===== src/design/rna_pkg.sv =====
// package: command codes, status codes and widths for the rational number alu
`default_nettype none
package rna_pkg;
    localparam int INT_WIDTH_DEF = 32;
    localparam int CMD_W = 5;
    localparam int NUM_W = 32;
    localparam int DEN_W = 31;
    localparam int STAT_W = 2;

    localparam logic [CMD_W-1:0] CMD_ADD   = 5'd0;
    localparam logic [CMD_W-1:0] CMD_SUB   = 5'd1;
    localparam logic [CMD_W-1:0] CMD_MUL   = 5'd2;
    localparam logic [CMD_W-1:0] CMD_DIV   = 5'd3;
    localparam logic [CMD_W-1:0] CMD_MOD   = 5'd4;
    localparam logic [CMD_W-1:0] CMD_NEG   = 5'd5;
    localparam logic [CMD_W-1:0] CMD_GCD   = 5'd6;
    localparam logic [CMD_W-1:0] CMD_TRUNC = 5'd7;
    localparam logic [CMD_W-1:0] CMD_AND   = 5'd8;
    localparam logic [CMD_W-1:0] CMD_OR    = 5'd9;
    localparam logic [CMD_W-1:0] CMD_XOR   = 5'd10;
    localparam logic [CMD_W-1:0] CMD_NOT   = 5'd11;
    localparam logic [CMD_W-1:0] CMD_SHIFT = 5'd12;
    localparam logic [CMD_W-1:0] CMD_EQ    = 5'd13;
    localparam logic [CMD_W-1:0] CMD_LT    = 5'd14;
    localparam logic [CMD_W-1:0] CMD_LE    = 5'd15;
    localparam logic [CMD_W-1:0] CMD_GT    = 5'd16;
    localparam logic [CMD_W-1:0] CMD_GE    = 5'd17;

    localparam logic [STAT_W-1:0] ST_OK   = 2'd0;
    localparam logic [STAT_W-1:0] ST_TYPE = 2'd1;
    localparam logic [STAT_W-1:0] ST_DIVZ = 2'd2;

    // datapath operations issued by the controller
    typedef enum logic [3:0] {
        OP_NONE,
        OP_LOAD,     // register operands
        OP_MUL1,     // tn1 = an*bd (an*bn for mul)
        OP_MUL2,     // tn2 = bn*ad
        OP_MUL3,     // td (or divisor) product
        OP_PREP,     // form raw num/den or integer result
        OP_DIVSTART, // start divider on x / y
        OP_DIVSTEP,  // one quotient bit
        OP_GCDNEXT,  // end of the trunc / mod divide: route quotient or remainder
        OP_RED_N,    // start n / g
        OP_RED_D,    // latch n quotient, start d / g
        OP_FINISH    // sign fix and output
    } t_op;

    typedef struct packed {
        t_op  op;
        logic use_rem;   // set in the reduce divides: leave x and y alone when the divide ends
    } t_ctl;

    typedef struct packed {
        logic div_done;
        logic y_zero;     // current euclid divisor is zero
        logic den_zero;   // raw denominator is zero
        logic need_div;   // prep decided the command needs a division path
        logic need_gcd;   // integer gcd command
        logic direct;     // result ready for finish, no further divide
    } t_stat;
endpackage
`default_nettype wire


===== src/design/rational_number_alu.sv =====
// top level of the rational number alu: controller plus datapath
//
// usage:
//   drive i_command and the two operands (numerator, denominator) and raise
//   start while busy is low; the word is taken at that clock edge.
//   one result word appears for one cycle on o_result_* with o_done high.
//   the receiver cannot hold off a result, so it must capture on o_done.
// steps per word, with W = INT_WIDTH and k euclid steps:
//   logic ops, shifts, compares and errors found before any divide: no divide
//   trunc: one divide; gcd: k euclid steps
//   add/sub/mul/div: k euclid steps, then two reduce divides; mod first adds a remainder divide
//   each euclid step is one W-bit restoring divide; k reaches about 1.5*W
// throughput: one word at a time, busy stays high until the result is out
// reset:
//   i_rst_n low at a clock edge returns the controller to idle, busy low.
//   no state is kept between words.
`default_nettype none
module rational_number_alu #(
    parameter int INT_WIDTH = rna_pkg::INT_WIDTH_DEF
) (
    input  wire                         i_clk,
    input  wire                         i_rst_n,
    input  wire                         start,
    output logic                        busy,
    input  wire [rna_pkg::CMD_W-1:0]    i_command,
    input  wire [rna_pkg::NUM_W-1:0]    i_a_num,
    input  wire [rna_pkg::DEN_W-1:0]    i_a_den,
    input  wire [rna_pkg::NUM_W-1:0]    i_b_num,
    input  wire [rna_pkg::DEN_W-1:0]    i_b_den,
    output logic                        o_done,
    output logic [rna_pkg::NUM_W-1:0]   o_result_num,
    output logic [rna_pkg::DEN_W-1:0]   o_result_den,
    output logic                        o_compare_true,
    output logic [rna_pkg::STAT_W-1:0]  o_status
);
    import rna_pkg::*;

    t_ctl  ctl;
    t_stat stat;

    // controller: sequencing of multiply, euclid and reduce steps
    rna_ctrl u_ctrl (
        .i_clk   (i_clk),
        .i_rst_n (i_rst_n),
        .i_start (start),
        .i_stat  (stat),
        .o_ctl   (ctl),
        .o_busy  (busy)
    );

    // datapath: operand registers, multiplier, divider, output register
    rna_dp #(.INT_WIDTH(INT_WIDTH)) u_dp (
        .i_clk          (i_clk),
        .i_rst_n        (i_rst_n),
        .i_ctl          (ctl),
        .i_command      (i_command),
        .i_a_num        (i_a_num),
        .i_a_den        (i_a_den),
        .i_b_num        (i_b_num),
        .i_b_den        (i_b_den),
        .o_stat         (stat),
        .o_valid        (o_done),
        .o_result_num   (o_result_num),
        .o_result_den   (o_result_den),
        .o_compare_true (o_compare_true),
        .o_status       (o_status)
    );
endmodule
`default_nettype wire


===== src/design/rna_ctrl.sv =====
// controller state machine sequencing the rational alu datapath
`default_nettype none
module rna_ctrl (
    input  wire            i_clk,
    input  wire            i_rst_n,
    input  wire            i_start,
    input  rna_pkg::t_stat i_stat,
    output rna_pkg::t_ctl  o_ctl,
    output logic           o_busy
);
    import rna_pkg::*;

    localparam logic [3:0] S_IDLE  = 4'd0;
    localparam logic [3:0] S_M1    = 4'd1;
    localparam logic [3:0] S_M2    = 4'd2;
    localparam logic [3:0] S_M3    = 4'd3;
    localparam logic [3:0] S_PREP  = 4'd4;
    localparam logic [3:0] S_DEC   = 4'd5;
    localparam logic [3:0] S_G     = 4'd6;  // euclid: test divisor
    localparam logic [3:0] S_GDIV  = 4'd7;
    localparam logic [3:0] S_RN    = 4'd8;
    localparam logic [3:0] S_RNDIV = 4'd9;
    localparam logic [3:0] S_RD    = 4'd10;
    localparam logic [3:0] S_RDDIV = 4'd11;
    localparam logic [3:0] S_FIN   = 4'd12;
    localparam logic [3:0] S_TDIV  = 4'd13; // trunc / mod: route the result of the single divide
    localparam logic [3:0] S_TWAIT = 4'd14;

    logic [3:0] r_state, n_state;

    always_ff @(posedge i_clk) begin
        if (!i_rst_n) begin
            r_state <= S_IDLE;
        end else begin
            r_state <= n_state;
        end
    end

    always_comb begin
        n_state       = r_state;
        o_ctl.op      = OP_NONE;
        o_ctl.use_rem = 1'b0;
        case (r_state)
            S_IDLE: begin
                if (i_start) begin
                    o_ctl.op = OP_LOAD;
                    n_state  = S_M1;
                end
            end
            S_M1: begin o_ctl.op = OP_MUL1; n_state = S_M2; end
            S_M2: begin o_ctl.op = OP_MUL2; n_state = S_M3; end
            S_M3: begin o_ctl.op = OP_MUL3; n_state = S_PREP; end
            S_PREP: begin o_ctl.op = OP_PREP; n_state = S_DEC; end
            S_DEC: begin
                // direct covers logic ops, shifts, compares, errors and a finished trunc
                if (i_stat.direct) begin
                    o_ctl.op = OP_FINISH;
                    n_state  = S_IDLE;
                end else if (i_stat.need_gcd) begin
                    n_state = S_G;
                end else if (i_stat.need_div) begin
                    // trunc or mod numerator remainder: one divide, then reduce or finish
                    o_ctl.op = OP_DIVSTART;
                    n_state  = S_TWAIT;
                end else begin
                    n_state = S_G;
                end
            end
            S_TWAIT: begin
                o_ctl.op = OP_DIVSTEP;
                if (i_stat.div_done) n_state = S_TDIV;
            end
            S_TDIV: begin
                // datapath routes quotient or remainder; decide again once it is registered
                o_ctl.op      = OP_GCDNEXT;
                o_ctl.use_rem = 1'b1;
                n_state       = S_DEC;
            end
            S_G: begin
                if (i_stat.y_zero) begin
                    n_state = i_stat.need_gcd ? S_FIN : S_RN;
                end else begin
                    o_ctl.op = OP_DIVSTART;
                    n_state  = S_GDIV;
                end
            end
            S_GDIV: begin
                o_ctl.op = OP_DIVSTEP;
                if (i_stat.div_done) begin
                    n_state = S_G;
                end
            end
            S_RN: begin o_ctl.op = OP_RED_N; n_state = S_RNDIV; end
            S_RNDIV: begin
                // g stays in x for the denominator divide
                o_ctl.op      = OP_DIVSTEP;
                o_ctl.use_rem = 1'b1;
                if (i_stat.div_done) n_state = S_RD;
            end
            S_RD: begin o_ctl.op = OP_RED_D; n_state = S_RDDIV; end
            S_RDDIV: begin
                o_ctl.op      = OP_DIVSTEP;
                o_ctl.use_rem = 1'b1;
                if (i_stat.div_done) n_state = S_FIN;
            end
            S_FIN: begin o_ctl.op = OP_FINISH; n_state = S_IDLE; end
            default: n_state = S_IDLE;
        endcase
    end

    assign o_busy = (r_state != S_IDLE);
endmodule
`default_nettype wire


===== src/design/rna_dp.sv =====
// datapath: multiplier, restoring divider, euclid registers and result formatting
`default_nettype none
module rna_dp #(
    parameter int INT_WIDTH = rna_pkg::INT_WIDTH_DEF
) (
    input  wire                          i_clk,
    input  wire                          i_rst_n,
    input  rna_pkg::t_ctl                i_ctl,
    input  wire [rna_pkg::CMD_W-1:0]     i_command,
    input  wire [rna_pkg::NUM_W-1:0]     i_a_num,
    input  wire [rna_pkg::DEN_W-1:0]     i_a_den,
    input  wire [rna_pkg::NUM_W-1:0]     i_b_num,
    input  wire [rna_pkg::DEN_W-1:0]     i_b_den,
    output rna_pkg::t_stat               o_stat,
    output logic                         o_valid,
    output logic [rna_pkg::NUM_W-1:0]    o_result_num,
    output logic [rna_pkg::DEN_W-1:0]    o_result_den,
    output logic                         o_compare_true,
    output logic [rna_pkg::STAT_W-1:0]   o_status
);
    import rna_pkg::*;

    localparam int W  = INT_WIDTH;
    localparam int CW = $clog2(W + 1);

    typedef logic [W-1:0] t_w;

    logic [CMD_W-1:0] r_cmd;
    t_w r_an, r_ad, r_bn, r_bd;
    logic r_aint, r_bint;
    t_w r_tn1, r_tn2, r_td;
    t_w r_x, r_y;         // euclid pair / divider operands
    t_w r_num, r_den;     // raw fraction
    t_w r_nq;             // reduced numerator
    t_w r_res;            // integer or final numerator
    t_w r_resd;
    logic r_cmpt;
    logic [STAT_W-1:0] r_st;
    logic r_direct, r_need_div, r_need_gcd;

    // divider
    t_w r_dq, r_drem, r_ddiv;
    logic r_dsq, r_dsr;    // quotient and remainder signs
    logic [CW-1:0] r_dcnt;
    logic r_dbusy;
    t_w r_dnum_mag;

    function automatic t_w f_mag(input t_w v);
        f_mag = v[W-1] ? (~v + t_w'(1)) : v;
    endfunction

    function automatic t_w f_ext_num(input logic [NUM_W-1:0] v);
        f_ext_num = t_w'($signed(v));
    endfunction

    function automatic t_w f_ext_den(input logic [DEN_W-1:0] v);
        logic [NUM_W-1:0] z;
        z = {1'b0, v};
        f_ext_den = t_w'($signed(z));
    endfunction

    // shared multiplier operands
    t_w m_a, m_b, m_p;
    always_comb begin
        m_a = r_an; m_b = r_bd;
        case (i_ctl.op)
            OP_MUL2: begin m_a = r_bn; m_b = r_ad; end
            OP_MUL3: begin
                m_a = r_ad;
                m_b = (r_cmd == CMD_DIV) ? r_bn : r_bd;
            end
            default: begin m_a = r_an; m_b = r_bd; end
        endcase
        // mul command numerator reuses tn1 slot through prep (an*bn computed in mul1)
        if (i_ctl.op == OP_MUL1 && r_cmd == CMD_MUL) m_b = r_bn;
        m_p = t_w'(m_a * m_b);
    end

    // shift
    t_w sh_res;
    t_w sh_k;
    always_comb begin
        sh_k = r_bn[W-1] ? (~r_bn + t_w'(1)) : r_bn;
        if (r_bn[W-1]) begin
            if (r_bn != {1'b1, {(W-1){1'b0}}} && sh_k < t_w'(W))
                sh_res = t_w'($signed(r_an) >>> sh_k[CW-1:0]);
            else
                sh_res = {W{r_an[W-1]}};
        end else begin
            if (sh_k < t_w'(W)) sh_res = r_an << sh_k[CW-1:0];
            else                sh_res = '0;
        end
    end

    // divider step
    t_w dv_trial_rem;
    logic [W:0] dv_sub;
    always_comb begin
        dv_trial_rem = {r_drem[W-2:0], r_dnum_mag[W-1]};
        dv_sub = {1'b0, dv_trial_rem} - {1'b0, r_ddiv};
    end
    // final signed quotient and remainder
    t_w dv_q, dv_r;
    always_comb begin
        dv_q = r_dsq ? (~r_dq + t_w'(1)) : r_dq;
        dv_r = r_dsr ? (~r_drem + t_w'(1)) : r_drem;
    end

    logic cmp_eq, cmp_lt, cmp_v;
    always_comb begin
        cmp_eq = (r_tn1 == r_tn2);
        cmp_lt = ($signed(r_tn1) < $signed(r_tn2));
        case (r_cmd)
            CMD_EQ:  cmp_v = cmp_eq;
            CMD_LT:  cmp_v = cmp_lt;
            CMD_LE:  cmp_v = cmp_eq | cmp_lt;
            CMD_GT:  cmp_v = ~(cmp_eq | cmp_lt);
            default: cmp_v = ~cmp_lt;
        endcase
    end

    t_w start_x, start_y;
    always_comb begin
        start_x = r_x; start_y = r_y;
        if (i_ctl.op == OP_RED_N) begin start_x = r_num; start_y = r_x; end
        if (i_ctl.op == OP_RED_D) begin start_x = r_den; start_y = r_x; end
    end

    always_ff @(posedge i_clk) begin
        if (!i_rst_n) begin
            o_valid <= 1'b0;
            r_dbusy <= 1'b0;
        end else begin
            o_valid <= (i_ctl.op == OP_FINISH);
            if (i_ctl.op == OP_DIVSTART || i_ctl.op == OP_RED_N || i_ctl.op == OP_RED_D)
                r_dbusy <= 1'b1;
            else if (i_ctl.op == OP_DIVSTEP && r_dcnt == CW'(1))
                r_dbusy <= 1'b0;
        end
    end

    always_ff @(posedge i_clk) begin
        case (i_ctl.op)
            OP_LOAD: begin
                r_cmd  <= i_command;
                r_an   <= f_ext_num(i_a_num);
                r_bn   <= f_ext_num(i_b_num);
                r_ad   <= f_ext_den(i_a_den);
                r_bd   <= f_ext_den(i_b_den);
                r_aint <= (i_a_den == DEN_W'(1));
                r_bint <= (i_b_den == DEN_W'(1));
            end
            OP_MUL1: r_tn1 <= m_p;
            OP_MUL2: r_tn2 <= m_p;
            OP_MUL3: r_td  <= m_p;
            OP_PREP: begin
                r_direct   <= 1'b1;
                r_need_div <= 1'b0;
                r_need_gcd <= 1'b0;
                r_st       <= ST_OK;
                r_cmpt     <= 1'b0;
                r_res      <= '0;
                r_resd     <= '0;
                r_x        <= '0;
                r_y        <= '0;
                if (r_cmd <= CMD_MOD) begin
                    r_direct <= 1'b0;
                    case (r_cmd)
                        CMD_ADD: r_num <= r_tn1 + r_tn2;
                        CMD_SUB: r_num <= r_tn1 - r_tn2;
                        default: r_num <= r_tn1;
                    endcase
                    r_den <= r_td;
                    if (r_cmd == CMD_ADD) r_x <= r_tn1 + r_tn2;
                    else if (r_cmd == CMD_SUB) r_x <= r_tn1 - r_tn2;
                    else r_x <= r_tn1;
                    r_y <= r_td;
                    if (r_cmd == CMD_MOD) begin
                        if (r_tn2 == '0) begin
                            r_direct <= 1'b1;
                            r_st     <= ST_DIVZ;
                        end else begin
                            r_need_div <= 1'b1;
                            r_y        <= r_tn2;
                        end
                    end else if (r_td == '0) begin
                        r_direct <= 1'b1;
                        r_st     <= ST_DIVZ;
                    end
                end else if (r_cmd <= CMD_SHIFT) begin
                    r_resd <= t_w'(1);
                    if (!r_aint || (r_cmd != CMD_NEG && r_cmd != CMD_NOT && !r_bint)) begin
                        r_st   <= ST_TYPE;
                        r_resd <= '0;
                    end else begin
                        case (r_cmd)
                            CMD_NEG: r_res <= ~r_an + t_w'(1);
                            CMD_GCD: begin
                                r_direct   <= 1'b0;
                                r_need_gcd <= 1'b1;
                                r_x        <= r_an;
                                r_y        <= r_bn;
                            end
                            CMD_TRUNC: begin
                                if (r_bn == '0) begin
                                    r_st   <= ST_DIVZ;
                                    r_resd <= '0;
                                end else begin
                                    r_direct   <= 1'b0;
                                    r_need_div <= 1'b1;
                                    r_x        <= r_an;
                                    r_y        <= r_bn;
                                end
                            end
                            CMD_AND: r_res <= r_an & r_bn;
                            CMD_OR:  r_res <= r_an | r_bn;
                            CMD_XOR: r_res <= r_an ^ r_bn;
                            CMD_NOT: r_res <= ~r_an;
                            default: r_res <= sh_res;
                        endcase
                    end
                end else if (r_cmd <= CMD_GE) begin
                    r_cmpt <= cmp_v;
                end
            end
            OP_DIVSTART, OP_RED_N, OP_RED_D: begin
                if (i_ctl.op == OP_RED_D) r_nq <= dv_q;
                r_dnum_mag <= f_mag(start_x);
                r_ddiv     <= f_mag(start_y);
                r_dsq      <= start_x[W-1] ^ start_y[W-1];
                r_dsr      <= start_x[W-1];
                r_dq       <= '0;
                r_drem     <= '0;
                r_dcnt     <= CW'(W);
            end
            OP_DIVSTEP: begin
                if (r_dbusy) begin
                    r_dnum_mag <= r_dnum_mag << 1;
                    r_dcnt     <= r_dcnt - CW'(1);
                    if (!dv_sub[W]) begin
                        r_drem <= dv_sub[W-1:0];
                        r_dq   <= {r_dq[W-2:0], 1'b1};
                    end else begin
                        r_drem <= dv_trial_rem;
                        r_dq   <= {r_dq[W-2:0], 1'b0};
                    end
                    // euclid update when the divide ends (not in reduce)
                    if (r_dcnt == CW'(1) && !i_ctl.use_rem) begin
                        r_x <= r_y;
                        r_y <= r_dsr ? ~(dv_sub[W] ? dv_trial_rem : dv_sub[W-1:0])
                                       + t_w'(1)
                                     : (dv_sub[W] ? dv_trial_rem : dv_sub[W-1:0]);
                    end
                end
            end
            OP_GCDNEXT: begin
                // end of the single trunc / mod divide
                r_need_div <= 1'b0;
                if (r_cmd == CMD_TRUNC) begin
                    r_res    <= dv_q;
                    r_direct <= 1'b1;
                end else begin
                    r_num <= dv_r;
                    r_x   <= dv_r;
                    r_y   <= r_td;
                    r_den <= r_td;
                    if (r_td == '0) begin
                        r_direct <= 1'b1;
                        r_st     <= ST_DIVZ;
                    end
                end
            end
            OP_FINISH: begin
                if (r_st != ST_OK) begin
                    o_result_num <= '0;
                    o_result_den <= '0;
                end else if (r_need_gcd) begin
                    o_result_num <= NUM_W'(f_mag(r_x));
                    o_result_den <= DEN_W'(1);
                end else if (r_cmd <= CMD_MOD && !r_direct) begin
                    if (dv_q[W-1]) begin
                        o_result_num <= NUM_W'(~r_nq + t_w'(1));
                        o_result_den <= DEN_W'(~dv_q + t_w'(1));
                    end else begin
                        o_result_num <= NUM_W'(r_nq);
                        o_result_den <= DEN_W'(dv_q);
                    end
                end else begin
                    o_result_num <= NUM_W'(r_res);
                    o_result_den <= DEN_W'(r_resd);
                end
                o_compare_true <= r_cmpt;
                o_status       <= r_st;
            end
            default: ;
        endcase
    end

    always_comb begin
        o_stat.div_done = r_dbusy && (r_dcnt == CW'(1));
        o_stat.y_zero   = (r_y == '0);
        o_stat.den_zero = (r_den == '0);
        o_stat.need_div = r_need_div;
        o_stat.need_gcd = r_need_gcd;
        o_stat.direct   = r_direct;
    end
endmodule
`default_nettype wire


===== config.mk =====
export PLATFORM = sky130hd
export DESIGN_NAME = rational_number_alu
export DESIGN_NICKNAME = d
export VERILOG_FILES = /design/src/design/rna_pkg.sv /design/src/design/rational_number_alu.sv /design/src/design/rna_ctrl.sv /design/src/design/rna_dp.sv
export SDC_FILE = /design/constraint.sdc
export NUM_CORES = 2
export LEC_CHECK = 0
export BUFFER_PORTS_ARGS = -buffer_cell sky130_fd_sc_hd__buf_2
export CORE_MARGIN = 8
export CORE_UTILIZATION = 39
export DETAILED_ROUTE_END_ITERATION = 10
export GPL_TIMING_DRIVEN = 0
export PLACE_DENSITY = 0.58
export SETUP_SLACK_MARGIN = 0.3
export SLEW_MARGIN = 30
export SYNTH_ARGS = -nofsm -noshare
export SYNTH_HDL_FRONTEND = slang
export SYNTH_SLANG_ARGS = --single-unit
export TNS_END_PERCENT = 10

===== constraint.sdc =====
create_clock -name i_clk -period 20 [get_ports i_clk]
set_input_delay 3 -clock i_clk [delete_from_list [all_inputs] [get_ports i_clk]]
set_output_delay 3 -clock i_clk [all_outputs]
set_load 0.05 [all_outputs]

==> impl_metrics.toml <==
[clocking]
clockBufferDepth = 3
cts-htree-levels = 3
cts_post_setup_buffers_inserted = 0
cts-buffers-inserted = 71
cts_sinks = 636
clk_latency_ns = 0.72
cts-root-buf = "clkbuf_16"
tritoncts = "yes"
holdBufCountCts = 0
cts_resized = 0
clk_pin_slew_ns = 0.06

[sta]
finalSetupViolCount = 0
relSlewSlack = 0.210
finClkSkew_ns = 0.0360
min_period_ns = 12.26
hold_viol = 0
worst_slew_pin_slew_ns = 1.17
rsz0062_at_grt = "false"
max_freq_mhz = 81.6
post-route-period-util = 0.613
tns_ns = 0
drv_slew = 0

[global_route]
grt_pass1_vias = 52960
overflow = 0
grt_start_max_net_pins = 52
grt_pass1_wl_mm = 383
grt_use_total = 0.311
antenna_found_initial = 23

[die]
initial_core_util = 0.392
coreArea_sq_mm = 0.154
row_count = 144
die_w_um = 409
die_y_um = 409
die_area_sq_mm = 0.167
num_io_pins = 202

[drt]
vias = 56330
dr.pass1.iters = 7
wire_per_inst_um = 30.1
drtIter0Drc = 8482
routed_via_density = 6.21
remaining_drc_errors = 0
wl_mm = 273
ant_nets = 0

[layout]
fillers = 15184
layout.nets = 7787
drive_above_1_share = 0.0651
area_growth_pct = 11.1
regArea_sq_mm = 0.0190
multi_input_comb_area_sq_mm = 0.0373

[flow_run]
maxCapViolations = 0

[critical_path]
cp_common_cell = "fa_1"
cp-start-kind = "register"
endpoint_kind = "register"
cp.arrival_ns = 12.68
cp.required_ns = 20.42
max_stage_delay_ns = 0.62
critPathMaxFanout = 10
crit_type = "reg -> reg"
cpMaxStageDelayCell = "nor4bb_1"

[status]
status = "finished clean"

[logic_synthesis]
avgSynthCellArea_sq_um = 9.05
syn_nets = 7489
async_reset_ff_frac = 0
yosysSeqAreaShare = 0.316
synth_cells = 6650
synth_area_sq_mm = 0.0602
synth_edf_count = 630
yosys_most_used_dff = "edfxtp_1"
synth.distinct_cells = 99
ys_seq_elements = 636
synth_warnings = 0

[place]
io_buffers = 201
hpwl_mm = 220
gp_congestion = 1.12

[hold_path]
hp-class = "reg -> reg"
## routing by layer
metal,vias up,routed length (um),GRT usage
li1,23859,-,-
met1,27286,108000,0.421
met2,4179,110000,0.443
met3,980,35800,0.100
met4,26,18400,0.161
met5,-,314,0.00316
## cells in the final DEF (no fill, tap or decap), drive strengths merged, types with 30 or more instances in the layout
cell type / count
or2: 31
o221ai: 55
nor3: 135
clkbuf: 435
nand2: 670
o211ai: 68
a211oi: 79
a221oi: 59
nand2b: 44
nor4: 71
a31oi: 45
xor2: 134
nor2: 832
and2: 85
a21oi: 326
a21o: 46
a22oi: 68
fa: 411
o21a: 38
inv: 635
nand3: 68
or3: 51
nand4: 38
o21ai: 393
clkinv: 36
o21bai: 30
or4: 38
xnor2: 284
edfxtp: 630
o31ai: 75
mux2i: 214
buf: 278
ha: 294
## critical path, delay by kind of cell (launching register included)
kind	cells	cell delay, ns
AO/OA/AOI/OAI	7	1.96
XOR/XNOR	1	0.46
adder cells (fa/ha/maj)	9	4.40
buffers and inverters	12	3.49
flip-flops	1	0.35
AND/OR/NAND/NOR	5	1.27
## final cells by class
type,count,area share
buffer,408,0.0237
inverter,635,0.0357
clock inverter,47,0.00923
multi-input combinational,4971,0.559
timing repair buffer,225,0.0215
antenna,19,0.000711
sequential,636,0.285
clock buffer,81,0.0274
tap,2044,0.0383
## state kept, by name (all words and copies together), names as in the netlist, 2 cells and up
register	count
u_dp.o_result_num	32
u_dp.r_st	2
u_dp.o_status	2
u_dp.o_result_den	31
u_dp.r_dnum_mag	32
u_dp.r_nq	32
u_dp.r_res	32
u_dp.r_x	32
u_dp.r_dq	32
u_dp.r_bn	32
u_dp.r_den	32
u_dp.r_ad	31
u_dp.r_ddiv	32
u_ctrl.r_state	4
u_dp.r_y	32
u_dp.r_cmd	5
u_dp.r_tn1	32
u_dp.r_bd	31
u_dp.r_tn2	32
u_dp.r_td	32
u_dp.r_an	32
u_dp.r_drem	32
u_dp.r_dcnt	6
u_dp.r_num	32
## logic make-up (layout without fill, tap and decap cells)
| group | count (synthesis) | in the layout | share of synthesized area |
|---|---|---|---|
| adders and majority gates | 705 | 705 | 0.198 |
| AOI/OAI and AO/OA | 1471 | 1471 | 0.160 |
| other | 0 | 19 | 0 |
| xor gates and xnor gates | 419 | 419 | 0.0612 |
| DFF | 636 | 636 | 0.316 |
| buffers and inverters | 1043 | 1396 | 0.0657 |
| muxes | 229 | 229 | 0.0393 |
| and+or+nand+nor | 2147 | 2147 | 0.160 |
## cell usage after synthesis, types with 41 or more instances
cell        n  share of area
fa_1      411           0.14
nand2_1   670          0.042
nor4_1     69         0.0072
clkbuf_1  352          0.022
a221oi_1   58         0.0084
nand3_1    68         0.0057
nor3_1    134          0.011
mux2i_1   214          0.036
o221ai_1   55         0.0080
a21o_1     46         0.0057
o31ai_1    75         0.0094
o21ai_0   381          0.032
xnor2_1   284          0.041
inv_1     631          0.039
o211ai_1   68         0.0085
buf_1      41         0.0026
nand2b_1   44         0.0046
ha_1      294          0.061
a211oi_1   78         0.0097
or3_1      51         0.0053
xor2_1    134          0.020
nor2_1    830          0.052
a22oi_1    67         0.0084
and2_1     84         0.0087
a31oi_1    45         0.0047
edfxtp_1  630           0.31
a21oi_1   326          0.027
## worst paths after layout
path,from,slack (ns),cells past startpoint,endpoint
setup reg to reg,u_ctrl.r_state[1],7.74,34,u_dp.r_td[30]
setup / recovery,u_ctrl.r_state[1],7.74,34,u_dp.r_td[30]
hold / removal,u_dp.r_dbusy,0.50,2,u_dp.r_dbusy
hold reg to reg,u_dp.r_dbusy,0.50,2,u_dp.r_dbusy
## through the flow
| step | cell area, sq um | hold WS, ns | utilization | instances | setup WS, ns |
|---|---|---|---|---|---|
| final | 66800 | 0.499 | 0.435 | 9066 | 7.74 |
| after CTS | 66800 | 0.494 | 0.434 | 9047 | 7.97 |
| after global routing | 66800 | 0.525 | 0.435 | 9049 | 7.46 |
| after detailed placement | 64300 | 0.490 | 0.418 | 8919 | 8.05 |
| after global placement | 63700 | 0.470 | 0.415 | 8895 | 6.86 |
| after floorplan | 60200 | 0.400 | - | 6650 | 10.41 |
Power is not shown: default switching activity piles up to over one toggle a cycle in this logic, so the estimate is an artifact.
